**config.mk**
```make
export PLATFORM = sky130hd
export DESIGN_NAME = piecewise_linear_curve
export DESIGN_NICKNAME = d
export VERILOG_FILES = /design/src/sv/pwlc_pkg.sv /design/src/sv/piecewise_linear_curve.sv /design/src/sv/pwlc_ram.sv /design/src/sv/pwlc_div.sv
export SDC_FILE = /design/constraint.sdc
export NUM_CORES = 2
export LEC_CHECK = 0
export ABC_CLOCK_PERIOD_IN_PS = 6900
export BUFFER_PORTS_ARGS = -buffer_cell sky130_fd_sc_hd__buf_2
export CAP_MARGIN = 5
export CORE_AREA = 4 4 341 343
export CTS_CLUSTER_SIZE = 28
export DETAILED_ROUTE_END_ITERATION = 7
export DIE_AREA = 0 0 345 347
export PLACE_DENSITY = 0.53
export SYNTH_ARGS = -nofsm -noshare
export SYNTH_HDL_FRONTEND = slang
export SYNTH_SLANG_ARGS = --single-unit
```
**constraint.sdc**
```tcl
create_clock -name clk -period 6.9 [get_ports clk]
set_clock_uncertainty 0.2 [all_clocks]
set_input_delay 0.345 -clock clk [delete_from_list [all_inputs] [get_ports clk]]
set_output_delay 0.345 -clock clk [all_outputs]
set_load 0.01 [all_outputs]
```
**src/sv/pwlc_pkg.sv**
```systemverilog
// Shared types and constants for the piecewise linear curve block.
`timescale 1ns / 1ps

package pwlc_pkg;

    localparam int MAX_POINTS  = 16;
    localparam int VALUE_WIDTH = 16;

    // Fixed field widths.
    localparam int COUNT_W = 5;
    localparam int PIDX_W  = 4;

    localparam int IDX_W   = $clog2(MAX_POINTS);
    localparam int EXT_W   = VALUE_WIDTH + 1;
    localparam int PROD_W  = 2 * EXT_W;
    localparam int QUO_W   = EXT_W;
    localparam int DCNT_W  = $clog2(QUO_W);
    localparam int ENTRY_W = 2 * VALUE_WIDTH;

    typedef logic signed [VALUE_WIDTH-1:0] value_t;
    typedef logic signed [EXT_W-1:0]       ext_t;
    typedef logic signed [EXT_W:0]         wide_t;
    typedef logic        [EXT_W-1:0]       mag_t;
    typedef logic        [PROD_W-1:0]      prod_t;
    typedef logic        [QUO_W-1:0]       quo_t;
    typedef logic        [DCNT_W-1:0]      dcnt_t;
    typedef logic        [IDX_W-1:0]       idx_t;
    typedef logic        [IDX_W:0]         cnt_t;
    typedef logic        [COUNT_W-1:0]     count_t;
    typedef logic        [PIDX_W-1:0]      pidx_t;
    typedef logic        [ENTRY_W-1:0]     entry_t;

    localparam logic OP_EVAL  = 1'b0;
    localparam logic OP_WRITE = 1'b1;

    typedef enum logic [1:0] {
        CFG_NUM_POINTS = 2'd0,
        CFG_INPUT_MIN  = 2'd1,
        CFG_INPUT_MAX  = 2'd2
    } cfg_idx_t;

    typedef struct packed {
        logic   operation;
        value_t sample;
        pidx_t  point_index;
        value_t point_x;
        value_t point_y;
    } request_t;

    typedef struct packed {
        value_t mapped_value;
        logic   curve_error;
    } result_t;

    // Divider handshake.
    typedef struct packed {
        logic start;
    } div_ctl_t;

    typedef struct packed {
        logic done;
        quo_t quotient;
    } div_sts_t;

endpackage

```
**src/sv/piecewise_linear_curve.sv**
```systemverilog
// Top level of the piecewise linear curve: control, breakpoint search, interpolation.
`timescale 1ns / 1ps

// Piecewise linear curve.
// Requests enter on start/request and are taken when start is high and busy is low.
// A write request stores one (x, y) breakpoint in the table RAM in that same cycle,
// gives no result, and leaves busy low, so requests may follow back to back.
// An evaluate request clamps the sample to [input_min, input_max], then scans the
// table one entry a cycle through the RAM's read port (read issued the cycle before).
// On a hit between two points it multiplies (v - x0) * |y1 - y0| in the S_MUL state and
// runs a restoring divider, one quotient bit per cycle.
// How an evaluate request ends: with fewer than two points in use, busy never
// rises; a sample at or below the first x, or past the last x, ends with the scan;
// a hit goes on through the multiply, the divider load and the divide, then the
// quotient is handed back and the result registered. The scan and the divider
// set how long a request takes.
// One evaluate request is in flight at a time; busy is high while it is, and the
// next request can be taken in the cycle its result shows.
// Each result shows on result for exactly one cycle with done high; there is no
// back-pressure, the receiver must take it then.
// The user writes configuration (cfg_write, cfg_index, cfg_data) only while busy is
// low; the block does not enforce it. Reset clears the control state, sets num_points
// to 0 and the clamp bounds to full range; the table holds garbage until written.
module piecewise_linear_curve (
    input  logic                clk,
    input  logic                rst_n,
    input  logic                start,
    output logic                busy,
    input  pwlc_pkg::request_t  request,
    output logic                done,
    output pwlc_pkg::result_t   result,
    input  logic                cfg_write,
    input  logic [1:0]          cfg_index,
    input  pwlc_pkg::value_t    cfg_data
);

    typedef enum logic [3:0] {
        S_IDLE = 4'b0001,
        S_SCAN = 4'b0010,
        S_MUL  = 4'b0100,
        S_DIV  = 4'b1000
    } state_t;

    state_t state_reg, state_next;

    // config registers
    pwlc_pkg::count_t num_points_reg;
    pwlc_pkg::value_t input_min_reg;
    pwlc_pkg::value_t input_max_reg;

    // evaluate context
    pwlc_pkg::value_t v_reg,    v_next;
    pwlc_pkg::cnt_t   n_reg,    n_next;
    pwlc_pkg::cnt_t   idx_reg,  idx_next;   // entry whose data is on rdata
    pwlc_pkg::idx_t   addr_reg, addr_next;  // entry being read
    pwlc_pkg::value_t x0_reg,   x0_next;
    pwlc_pkg::value_t y0_reg,   y0_next;
    pwlc_pkg::mag_t   dv_reg,   dv_next;
    pwlc_pkg::mag_t   dx_reg,   dx_next;
    pwlc_pkg::mag_t   mag_reg,  mag_next;
    logic             neg_reg,  neg_next;
    pwlc_pkg::prod_t  prod_reg, prod_next;
    logic             go_reg,   go_next;

    logic              done_reg, done_next;
    pwlc_pkg::result_t res_reg,  res_next;

    // RAM
    logic             ram_we;
    pwlc_pkg::idx_t   ram_waddr;
    pwlc_pkg::entry_t ram_wdata;
    pwlc_pkg::idx_t   ram_raddr;
    pwlc_pkg::entry_t ram_rdata;

    pwlc_pkg::div_ctl_t div_ctl;
    pwlc_pkg::div_sts_t div_sts;

    logic             accept;
    pwlc_pkg::value_t clamped;
    pwlc_pkg::value_t rd_x;
    pwlc_pkg::value_t rd_y;
    logic             hit;
    pwlc_pkg::ext_t   dv_s;
    pwlc_pkg::ext_t   dx_s;
    pwlc_pkg::ext_t   dy_s;
    pwlc_pkg::wide_t  q_s;
    pwlc_pkg::wide_t  interp;

    assign accept = start && (state_reg == S_IDLE);

    // write requests go straight into the table
    assign ram_we    = accept && (request.operation == pwlc_pkg::OP_WRITE)
                       && (32'(request.point_index) < 32'(pwlc_pkg::MAX_POINTS));
    assign ram_waddr = pwlc_pkg::idx_t'(request.point_index);
    assign ram_wdata = {request.point_x, request.point_y};
    // while idle, keep entry 0 on the read port so the scan starts at once
    assign ram_raddr = (state_reg == S_IDLE) ? '0 : addr_reg;

    pwlc_ram #(
        .WIDTH (pwlc_pkg::ENTRY_W),
        .DEPTH (pwlc_pkg::MAX_POINTS)
    ) u_table (
        .clk   (clk),
        .we    (ram_we),
        .waddr (ram_waddr),
        .wdata (ram_wdata),
        .raddr (ram_raddr),
        .rdata (ram_rdata)
    );

    assign div_ctl.start = go_reg;

    pwlc_div u_div (
        .clk      (clk),
        .rst_n    (rst_n),
        .ctl      (div_ctl),
        .dividend (prod_reg),
        .divisor  (dx_reg),
        .sts      (div_sts)
    );

    always_comb
    begin
        // crossed bounds: the low bound wins for samples below it
        if (request.sample < input_min_reg)
        begin
            clamped = input_min_reg;
        end
        else if (request.sample > input_max_reg)
        begin
            clamped = input_max_reg;
        end
        else
        begin
            clamped = request.sample;
        end

        rd_x = pwlc_pkg::value_t'(ram_rdata[pwlc_pkg::ENTRY_W-1:pwlc_pkg::VALUE_WIDTH]);
        rd_y = pwlc_pkg::value_t'(ram_rdata[pwlc_pkg::VALUE_WIDTH-1:0]);
        hit  = (rd_x >= v_reg);

        dv_s = pwlc_pkg::ext_t'(v_reg) - pwlc_pkg::ext_t'(x0_reg);
        dx_s = pwlc_pkg::ext_t'(rd_x)  - pwlc_pkg::ext_t'(x0_reg);
        dy_s = pwlc_pkg::ext_t'(rd_y)  - pwlc_pkg::ext_t'(y0_reg);

        q_s    = pwlc_pkg::wide_t'(signed'({1'b0, div_sts.quotient}));
        interp = neg_reg ? (pwlc_pkg::wide_t'(y0_reg) - q_s)
                         : (pwlc_pkg::wide_t'(y0_reg) + q_s);
    end

    always_comb
    begin
        state_next = state_reg;
        v_next     = v_reg;
        n_next     = n_reg;
        idx_next   = idx_reg;
        addr_next  = addr_reg;
        x0_next    = x0_reg;
        y0_next    = y0_reg;
        dv_next    = dv_reg;
        dx_next    = dx_reg;
        mag_next   = mag_reg;
        neg_next   = neg_reg;
        prod_next  = prod_reg;
        go_next    = 1'b0;
        done_next  = 1'b0;
        res_next   = res_reg;

        unique case (state_reg)
            S_IDLE:
            begin
                if (accept && (request.operation == pwlc_pkg::OP_EVAL))
                begin
                    v_next = clamped;
                    // count too large acts as a full table
                    if (32'(num_points_reg) > 32'(pwlc_pkg::MAX_POINTS))
                    begin
                        n_next = pwlc_pkg::cnt_t'(pwlc_pkg::MAX_POINTS);
                    end
                    else
                    begin
                        n_next = pwlc_pkg::cnt_t'(num_points_reg);
                    end
                    if (n_next < pwlc_pkg::cnt_t'(2))
                    begin
                        // no curve: pass the clamped sample with error
                        res_next.mapped_value = clamped;
                        res_next.curve_error  = 1'b1;
                        done_next             = 1'b1;
                    end
                    else
                    begin
                        idx_next   = '0;
                        addr_next  = pwlc_pkg::idx_t'(1);
                        state_next = S_SCAN;
                    end
                end
            end

            S_SCAN:
            begin
                addr_next = addr_reg + 1'b1;
                if (hit && (idx_reg == '0))
                begin
                    // at or below the first x
                    res_next.mapped_value = rd_y;
                    res_next.curve_error  = 1'b0;
                    done_next             = 1'b1;
                    state_next            = S_IDLE;
                end
                else if (hit)
                begin
                    dv_next    = pwlc_pkg::mag_t'(dv_s);
                    dx_next    = pwlc_pkg::mag_t'(dx_s);
                    neg_next   = dy_s[pwlc_pkg::EXT_W-1];
                    mag_next   = dy_s[pwlc_pkg::EXT_W-1] ? pwlc_pkg::mag_t'(-dy_s)
                                                         : pwlc_pkg::mag_t'(dy_s);
                    state_next = S_MUL;
                end
                else if (idx_reg == (n_reg - 1'b1))
                begin
                    // beyond the last x in use
                    res_next.mapped_value = v_reg;
                    res_next.curve_error  = 1'b1;
                    done_next             = 1'b1;
                    state_next            = S_IDLE;
                end
                else
                begin
                    x0_next  = rd_x;
                    y0_next  = rd_y;
                    idx_next = idx_reg + 1'b1;
                end
            end

            S_MUL:
            begin
                prod_next  = pwlc_pkg::prod_t'(dv_reg) * pwlc_pkg::prod_t'(mag_reg);
                go_next    = 1'b1;
                state_next = S_DIV;
            end

            S_DIV:
            begin
                if (div_sts.done)
                begin
                    res_next.mapped_value = pwlc_pkg::value_t'(interp);
                    res_next.curve_error  = 1'b0;
                    done_next             = 1'b1;
                    state_next            = S_IDLE;
                end
            end

            default:
            begin
                state_next = S_IDLE;
            end
        endcase
    end

    always_ff @(posedge clk or negedge rst_n)
    begin
        if (!rst_n)
        begin
            state_reg      <= S_IDLE;
            done_reg       <= 1'b0;
            go_reg         <= 1'b0;
            num_points_reg <= '0;
            input_min_reg  <= {1'b1, {(pwlc_pkg::VALUE_WIDTH-1){1'b0}}};
            input_max_reg  <= {1'b0, {(pwlc_pkg::VALUE_WIDTH-1){1'b1}}};
        end
        else
        begin
            state_reg <= state_next;
            done_reg  <= done_next;
            go_reg    <= go_next;
            if (cfg_write)
            begin
                unique case (cfg_index)
                    pwlc_pkg::CFG_NUM_POINTS:
                        num_points_reg <= cfg_data[pwlc_pkg::COUNT_W-1:0];
                    pwlc_pkg::CFG_INPUT_MIN:
                        input_min_reg <= cfg_data;
                    pwlc_pkg::CFG_INPUT_MAX:
                        input_max_reg <= cfg_data;
                    default:
                    begin
                        // unknown index: ignored
                    end
                endcase
            end
        end
    end

    always_ff @(posedge clk)
    begin
        v_reg    <= v_next;
        n_reg    <= n_next;
        idx_reg  <= idx_next;
        addr_reg <= addr_next;
        x0_reg   <= x0_next;
        y0_reg   <= y0_next;
        dv_reg   <= dv_next;
        dx_reg   <= dx_next;
        mag_reg  <= mag_next;
        neg_reg  <= neg_next;
        prod_reg <= prod_next;
        res_reg  <= res_next;
    end

    assign busy   = (state_reg != S_IDLE);
    assign done   = done_reg;
    assign result = res_reg;

    // a result always lands with the block idle
    a_done_idle: assert property (@(posedge clk) disable iff (!rst_n)
        done |-> !busy)
        else $error("result strobe while busy");

    // write requests never produce a result
    a_write_silent: assert property (@(posedge clk) disable iff (!rst_n)
        (start && !busy && (request.operation == pwlc_pkg::OP_WRITE)) |=> !done)
        else $error("write request produced a result");

    // divider only finishes while waiting on it
    a_div_owner: assert property (@(posedge clk) disable iff (!rst_n)
        div_sts.done |-> (state_reg == S_DIV))
        else $error("divider done outside divide state");

    // scan never walks past the points in use
    a_scan_bound: assert property (@(posedge clk) disable iff (!rst_n)
        (state_reg == S_SCAN) |-> (idx_reg < n_reg))
        else $error("scan index beyond point count");

endmodule

```
**src/sv/pwlc_ram.sv**
```systemverilog
// Generic single-write, single-read RAM with registered read data.
`timescale 1ns / 1ps

module pwlc_ram #(
    parameter int WIDTH = 32,
    parameter int DEPTH = 16
) (
    input  logic                     clk,
    input  logic                     we,
    input  logic [$clog2(DEPTH)-1:0] waddr,
    input  logic [WIDTH-1:0]         wdata,
    input  logic [$clog2(DEPTH)-1:0] raddr,
    output logic [WIDTH-1:0]         rdata
);

    logic [WIDTH-1:0] mem [DEPTH];
    logic [WIDTH-1:0] rdata_reg;

    always_ff @(posedge clk)
    begin
        if (we)
        begin
            mem[waddr] <= wdata;
        end
        rdata_reg <= mem[raddr];
    end

    assign rdata = rdata_reg;

endmodule

```
**src/sv/pwlc_div.sv**
```systemverilog
// Restoring divider, one quotient bit per cycle; quotient known to fit QUO_W bits.
`timescale 1ns / 1ps

module pwlc_div (
    input  logic              clk,
    input  logic              rst_n,
    input  pwlc_pkg::div_ctl_t ctl,
    input  pwlc_pkg::prod_t   dividend,
    input  pwlc_pkg::mag_t    divisor,
    output pwlc_pkg::div_sts_t sts
);

    pwlc_pkg::mag_t  rem_reg,  rem_next;
    pwlc_pkg::quo_t  dq_reg,   dq_next;
    pwlc_pkg::dcnt_t cnt_reg,  cnt_next;
    logic            run_reg,  run_next;
    logic            done_reg, done_next;

    logic [pwlc_pkg::EXT_W:0]   shifted;
    logic [pwlc_pkg::EXT_W:0]   diff;
    logic                       ge;

    always_comb
    begin
        shifted   = {rem_reg, dq_reg[pwlc_pkg::QUO_W-1]};
        diff      = shifted - {1'b0, divisor};
        ge        = (shifted >= {1'b0, divisor});
        rem_next  = rem_reg;
        dq_next   = dq_reg;
        cnt_next  = cnt_reg;
        run_next  = run_reg;
        done_next = 1'b0;
        if (ctl.start)
        begin
            // upper half is below the divisor, so it seeds the remainder
            rem_next = dividend[pwlc_pkg::PROD_W-1:pwlc_pkg::QUO_W];
            dq_next  = dividend[pwlc_pkg::QUO_W-1:0];
            cnt_next = '0;
            run_next = 1'b1;
        end
        else if (run_reg)
        begin
            rem_next = ge ? diff[pwlc_pkg::EXT_W-1:0] : shifted[pwlc_pkg::EXT_W-1:0];
            dq_next  = {dq_reg[pwlc_pkg::QUO_W-2:0], ge};
            cnt_next = cnt_reg + 1'b1;
            if (cnt_reg == pwlc_pkg::dcnt_t'(pwlc_pkg::QUO_W - 1))
            begin
                run_next  = 1'b0;
                done_next = 1'b1;
            end
        end
    end

    always_ff @(posedge clk or negedge rst_n)
    begin
        if (!rst_n)
        begin
            run_reg  <= 1'b0;
            done_reg <= 1'b0;
            cnt_reg  <= '0;
        end
        else
        begin
            run_reg  <= run_next;
            done_reg <= done_next;
            cnt_reg  <= cnt_next;
        end
    end

    always_ff @(posedge clk)
    begin
        rem_reg <= rem_next;
        dq_reg  <= dq_next;
    end

    assign sts.done     = done_reg;
    assign sts.quotient = dq_reg;

endmodule

```
==> flow_summary.toml <==
[routing]
num_vias = 27600
detailedRoute.firstIterationViolations = 1701
wl_per_cell_um = 20.5
total_wirelength_um = 111000
drt-vias-per-instance = 5.10
drtAntennaViolNets = 0
remaining_drc_errors = 0
dr.pass1.iters = 5

[synth]
synthesis.area_um2 = 45100
netlist_top_cells_count = "sky130_fd_sc_hd__edfxtp_1, sky130_fd_sc_hd__inv_1, sky130_fd_sc_hd__nand2_1"
synth_flop_cell = "sky130_fd_sc_hd__edfxtp_1"
distinct_cells_synth = 70
synthesis.yosys.warnings = 0
synth-async-reset-ratio = 0.0631
synth-seq-area-share = 0.516
edff_count_synth = 711
library_cell_with_the_highest_instance_count_after_synthesis = "sky130_fd_sc_hd__edfxtp_1"
synth_nets = 4171
synth_seq_cells = 793
syn-mean-instance-area_um2 = 12.4
synth_top_cell_area_share = 0.474
synth_largest_area_cell = "sky130_fd_sc_hd__edfxtp_1"
netlist_top_cells_area = "sky130_fd_sc_hd__edfxtp_1, sky130_fd_sc_hd__fa_1, sky130_fd_sc_hd__ha_1"
netlist_instances = 3624

[grt]
grtUsageTotal = 0.185
grt_first_pass_wirelength_um = 172000
maximum_number_of_pins_on_one_net_before_global_route_repair = 98
grt_pass1_vias = 28600
grt_remaining_overflow = 0
antenna_found_initial = 13

[job]
max_cap_violations = 0

[timing]
setup_tns_ns = 0
fin_worst_hold_slack_ns = 0.0459
tightest_slew_ns = 1.21
timing.fmax_ghz = 0.152
maxSlewViolCount = 0
setup_viol = 0
relative_slew_slack = 0.191
period_share = 0.956
finalHoldViolCount = 0
rsz0062_at_grt = "false"
layout_min_cycle_time_ns = 6.60

[placement]
dpl.hpwl_um = 74700
placed_cells_incl_taps = 5176
io_buffers = 93
weighted_congestion_reported_at_the_end_of_routability_driven_placement = 0.824
detailed_place.area_um2 = 47700

[die]
top_level_ports = 94
die_x_um = 345
fp-row-count = 124
initial_utilization = 0.397
dieArea_um2 = 120000
core_area_um2 = 114000
die_h_um = 347

[worst_setup_path]
worst_setup_path_end_kind = "flop"
timing.critical_path.slowest_cell_delay_ns = 0.55
cp_common_cell = "sky130_fd_sc_hd__fa_1"
cp_data_arrival_time_ns = 6.77
path_delay_family = "adder cells"
setup.worst_path.start_class = "flop"
worst-setup-path-type = "reg -> reg"
timing.critical_path.slowest_stage_cell = "sky130_fd_sc_hd__fa_1"
timing.critical_path.buf_inv = 5
timing.critical_path.cells = "buf_4 -> and2_1 -> fa_1 -> inv_1 -> fa_1 -> fa_1 -> inv_1 -> fa_1 -> fa_1 -> inv_1 -> fa_1 -> inv_1 -> ha_1 -> a21o_1 -> a21o_1 -> a21oi_1 -> nor3_1 -> a211oi_1 -> a21oi_1 -> a2111o_1 -> a21oi_1 -> xnor2_1"
cp.required_ns = 7.07
worst_path_fanout_max = 13

[layout]
layout.nets = 4369
layoutNonFillerInstCount = 5410
final_design_area_no_fill_um2 = 51300
final_layout_size_suffix_gt1_frac = 0.141
layout.filler_cells = 10500
largest_register_ffs = 512
area_delta_synth_final_pct = 13.8

[outcome]
outcome = "completed"

[cts]
clkSlewWorstSetupHoldPaths_ns = 0.06
tritoncts = "done"
clock_tree.buffer_depth = 3
cts_htree_levels = 3
clock_tree.root_cell = "sky130_fd_sc_hd__clkbuf_16"
numCtsBuffers = 88
clk_latency_worst_skew_pair_ns = 0.68
cts_num_sinks = 793

[power_and_ir_drop]
power-per-cell-area_nw_per_um2 = 507
p_total_mw = 26.0
leakagePower_nw = 20.3
worst_ir_drop_vdd_uv = 530

[hold_path]
timing.hold.worst.class = "in -> reg"
[area by class of cell]
class / count / area [µm²] / area share
flip-flops and latches: 793 / 23300 / 0.454
multi-input cells: 2246 / 19800 / 0.387
clock buffers: 117 / 2400 / 0.0468
well taps: 1512 / 1890 / 0.0369
repair buffers: 247 / 1750 / 0.0342
inverters: 446 / 1670 / 0.0326
clock inverters: 44 / 464 / 0.00905
diodes: 5 / 12.5 / 0.000244
[layer usage]
metal / part of all wire / track usage
met5: 0.00019 / 0
met4: 0.026 / 0.0527
met3: 0.037 / 0.0244
met2: 0.50 / 0.328
met1: 0.43 / 0.239
[cell usage in the layout, fill, tap and decap left out, types with 25 or more instances in the layout]
cell / Yosys / routed
sky130_fd_sc_hd__nand3_1: 55 / 55
sky130_fd_sc_hd__o21ai_0: 99 / 96
sky130_fd_sc_hd__a21oi_1: 110 / 109
sky130_fd_sc_hd__dfxtp_1: 32 / 32
sky130_fd_sc_hd__a31oi_1: 75 / 73
sky130_fd_sc_hd__mux2i_1: 67 / 67
sky130_fd_sc_hd__mux4_2: 64 / 64
sky130_fd_sc_hd__xnor2_1: 97 / 97
sky130_fd_sc_hd__ha_1: 243 / 241
sky130_fd_sc_hd__buf_2: 11 / 93
sky130_fd_sc_hd__fa_1: 229 / 229
sky130_fd_sc_hd__dlygate4sd3_1: 0 / 53
sky130_fd_sc_hd__and2_1: 192 / 192
sky130_fd_sc_hd__mux2_2: 91 / 91
sky130_fd_sc_hd__nor3_1: 38 / 33
sky130_fd_sc_hd__inv_1: 446 / 445
sky130_fd_sc_hd__dfrtp_1: 33 / 32
sky130_fd_sc_hd__clkbuf_16: 0 / 88
sky130_fd_sc_hd__buf_4: 0 / 100
sky130_fd_sc_hd__nor2_1: 124 / 111
sky130_fd_sc_hd__nand2b_1: 25 / 25
sky130_fd_sc_hd__xor2_1: 32 / 32
sky130_fd_sc_hd__a211oi_1: 80 / 80
sky130_fd_sc_hd__a21o_1: 31 / 31
sky130_fd_sc_hd__edfxtp_1: 711 / 711
sky130_fd_sc_hd__nand2_1: 380 / 376
[stage by stage]
stage               setup WS [ns]   util
detailed placement         0.0767  0.420
CTS                        0.0112  0.450
global placement            0.105  0.420
floorplan                   0.503      -
finish                      0.301  0.452
global route              0.00463  0.451
[report_power, final]
group	switching [mW]	leakage, nW	total (mW)	internal (mW)
sequential	0.389	7.27	6.82	6.43
clock	1.97	1.38	4.62	2.66
combinational	8.37	11.7	14.6	6.19
total	10.7	20.3	26.0	15.3
[what timing repair did]
item                                    CTS  global route
resized for setup                         0             8
hold endpoints to repair                593             0
hold buffers                             53             0
endpoints found under the setup margin    0             4
buffers inserted                          0            15
[path summary, 6_finish.rpt]
path                                   from                 to  slack, ns  cells past startpoint
setup / recovery                 dv_reg[12]       prod_reg[33]       0.30                     22
hold / removal                  request[46]          v_reg[10]       0.05                      3
setup reg to reg                 dv_reg[12]       prod_reg[33]       0.30                     22
hold reg to reg            u_table.rdata[0]          y0_reg[0]       0.27                      0
max in group asynchronous             rst_n            div_ctl       5.83                      3
min in group asynchronous             rst_n  input_min_reg[11]       0.15                      3
[worst reg2reg max path: stages (launching register included)]
cell and delay [ns]:
sky130_fd_sc_hd__edfxtp_1 0.48, sky130_fd_sc_hd__buf_4 0.24, sky130_fd_sc_hd__and2_1 0.18, sky130_fd_sc_hd__fa_1 0.51, sky130_fd_sc_hd__inv_1 0.05, sky130_fd_sc_hd__fa_1 0.41, sky130_fd_sc_hd__fa_1 0.55, sky130_fd_sc_hd__inv_1 0.05
sky130_fd_sc_hd__fa_1 0.47, sky130_fd_sc_hd__fa_1 0.53, sky130_fd_sc_hd__inv_1 0.05, sky130_fd_sc_hd__fa_1 0.48, sky130_fd_sc_hd__inv_1 0.04, sky130_fd_sc_hd__ha_1 0.35, sky130_fd_sc_hd__a21o_1 0.19, sky130_fd_sc_hd__a21o_1 0.17
sky130_fd_sc_hd__a21oi_1 0.19, sky130_fd_sc_hd__nor3_1 0.11, sky130_fd_sc_hd__a211oi_1 0.34, sky130_fd_sc_hd__a21oi_1 0.12, sky130_fd_sc_hd__a2111o_1 0.39, sky130_fd_sc_hd__a21oi_1 0.18, sky130_fd_sc_hd__xnor2_1 0.09
[logic make-up (layout without fill, tap and decap cells)]
kind of cell,count (synthesis),in the layout,share of synthesized area
adders and majority gates,472,472,0.169
DFF,793,793,0.516
muxes,222,222,0.0696
AOI/OAI and AO/OA,506,506,0.0726
other,0,5,0
buffers and inverters,585,854,0.0490
and+or+nand+nor,917,917,0.0981
xor gates and xnor gates,129,129,0.0251
Power figures use the tool's default switching activity.
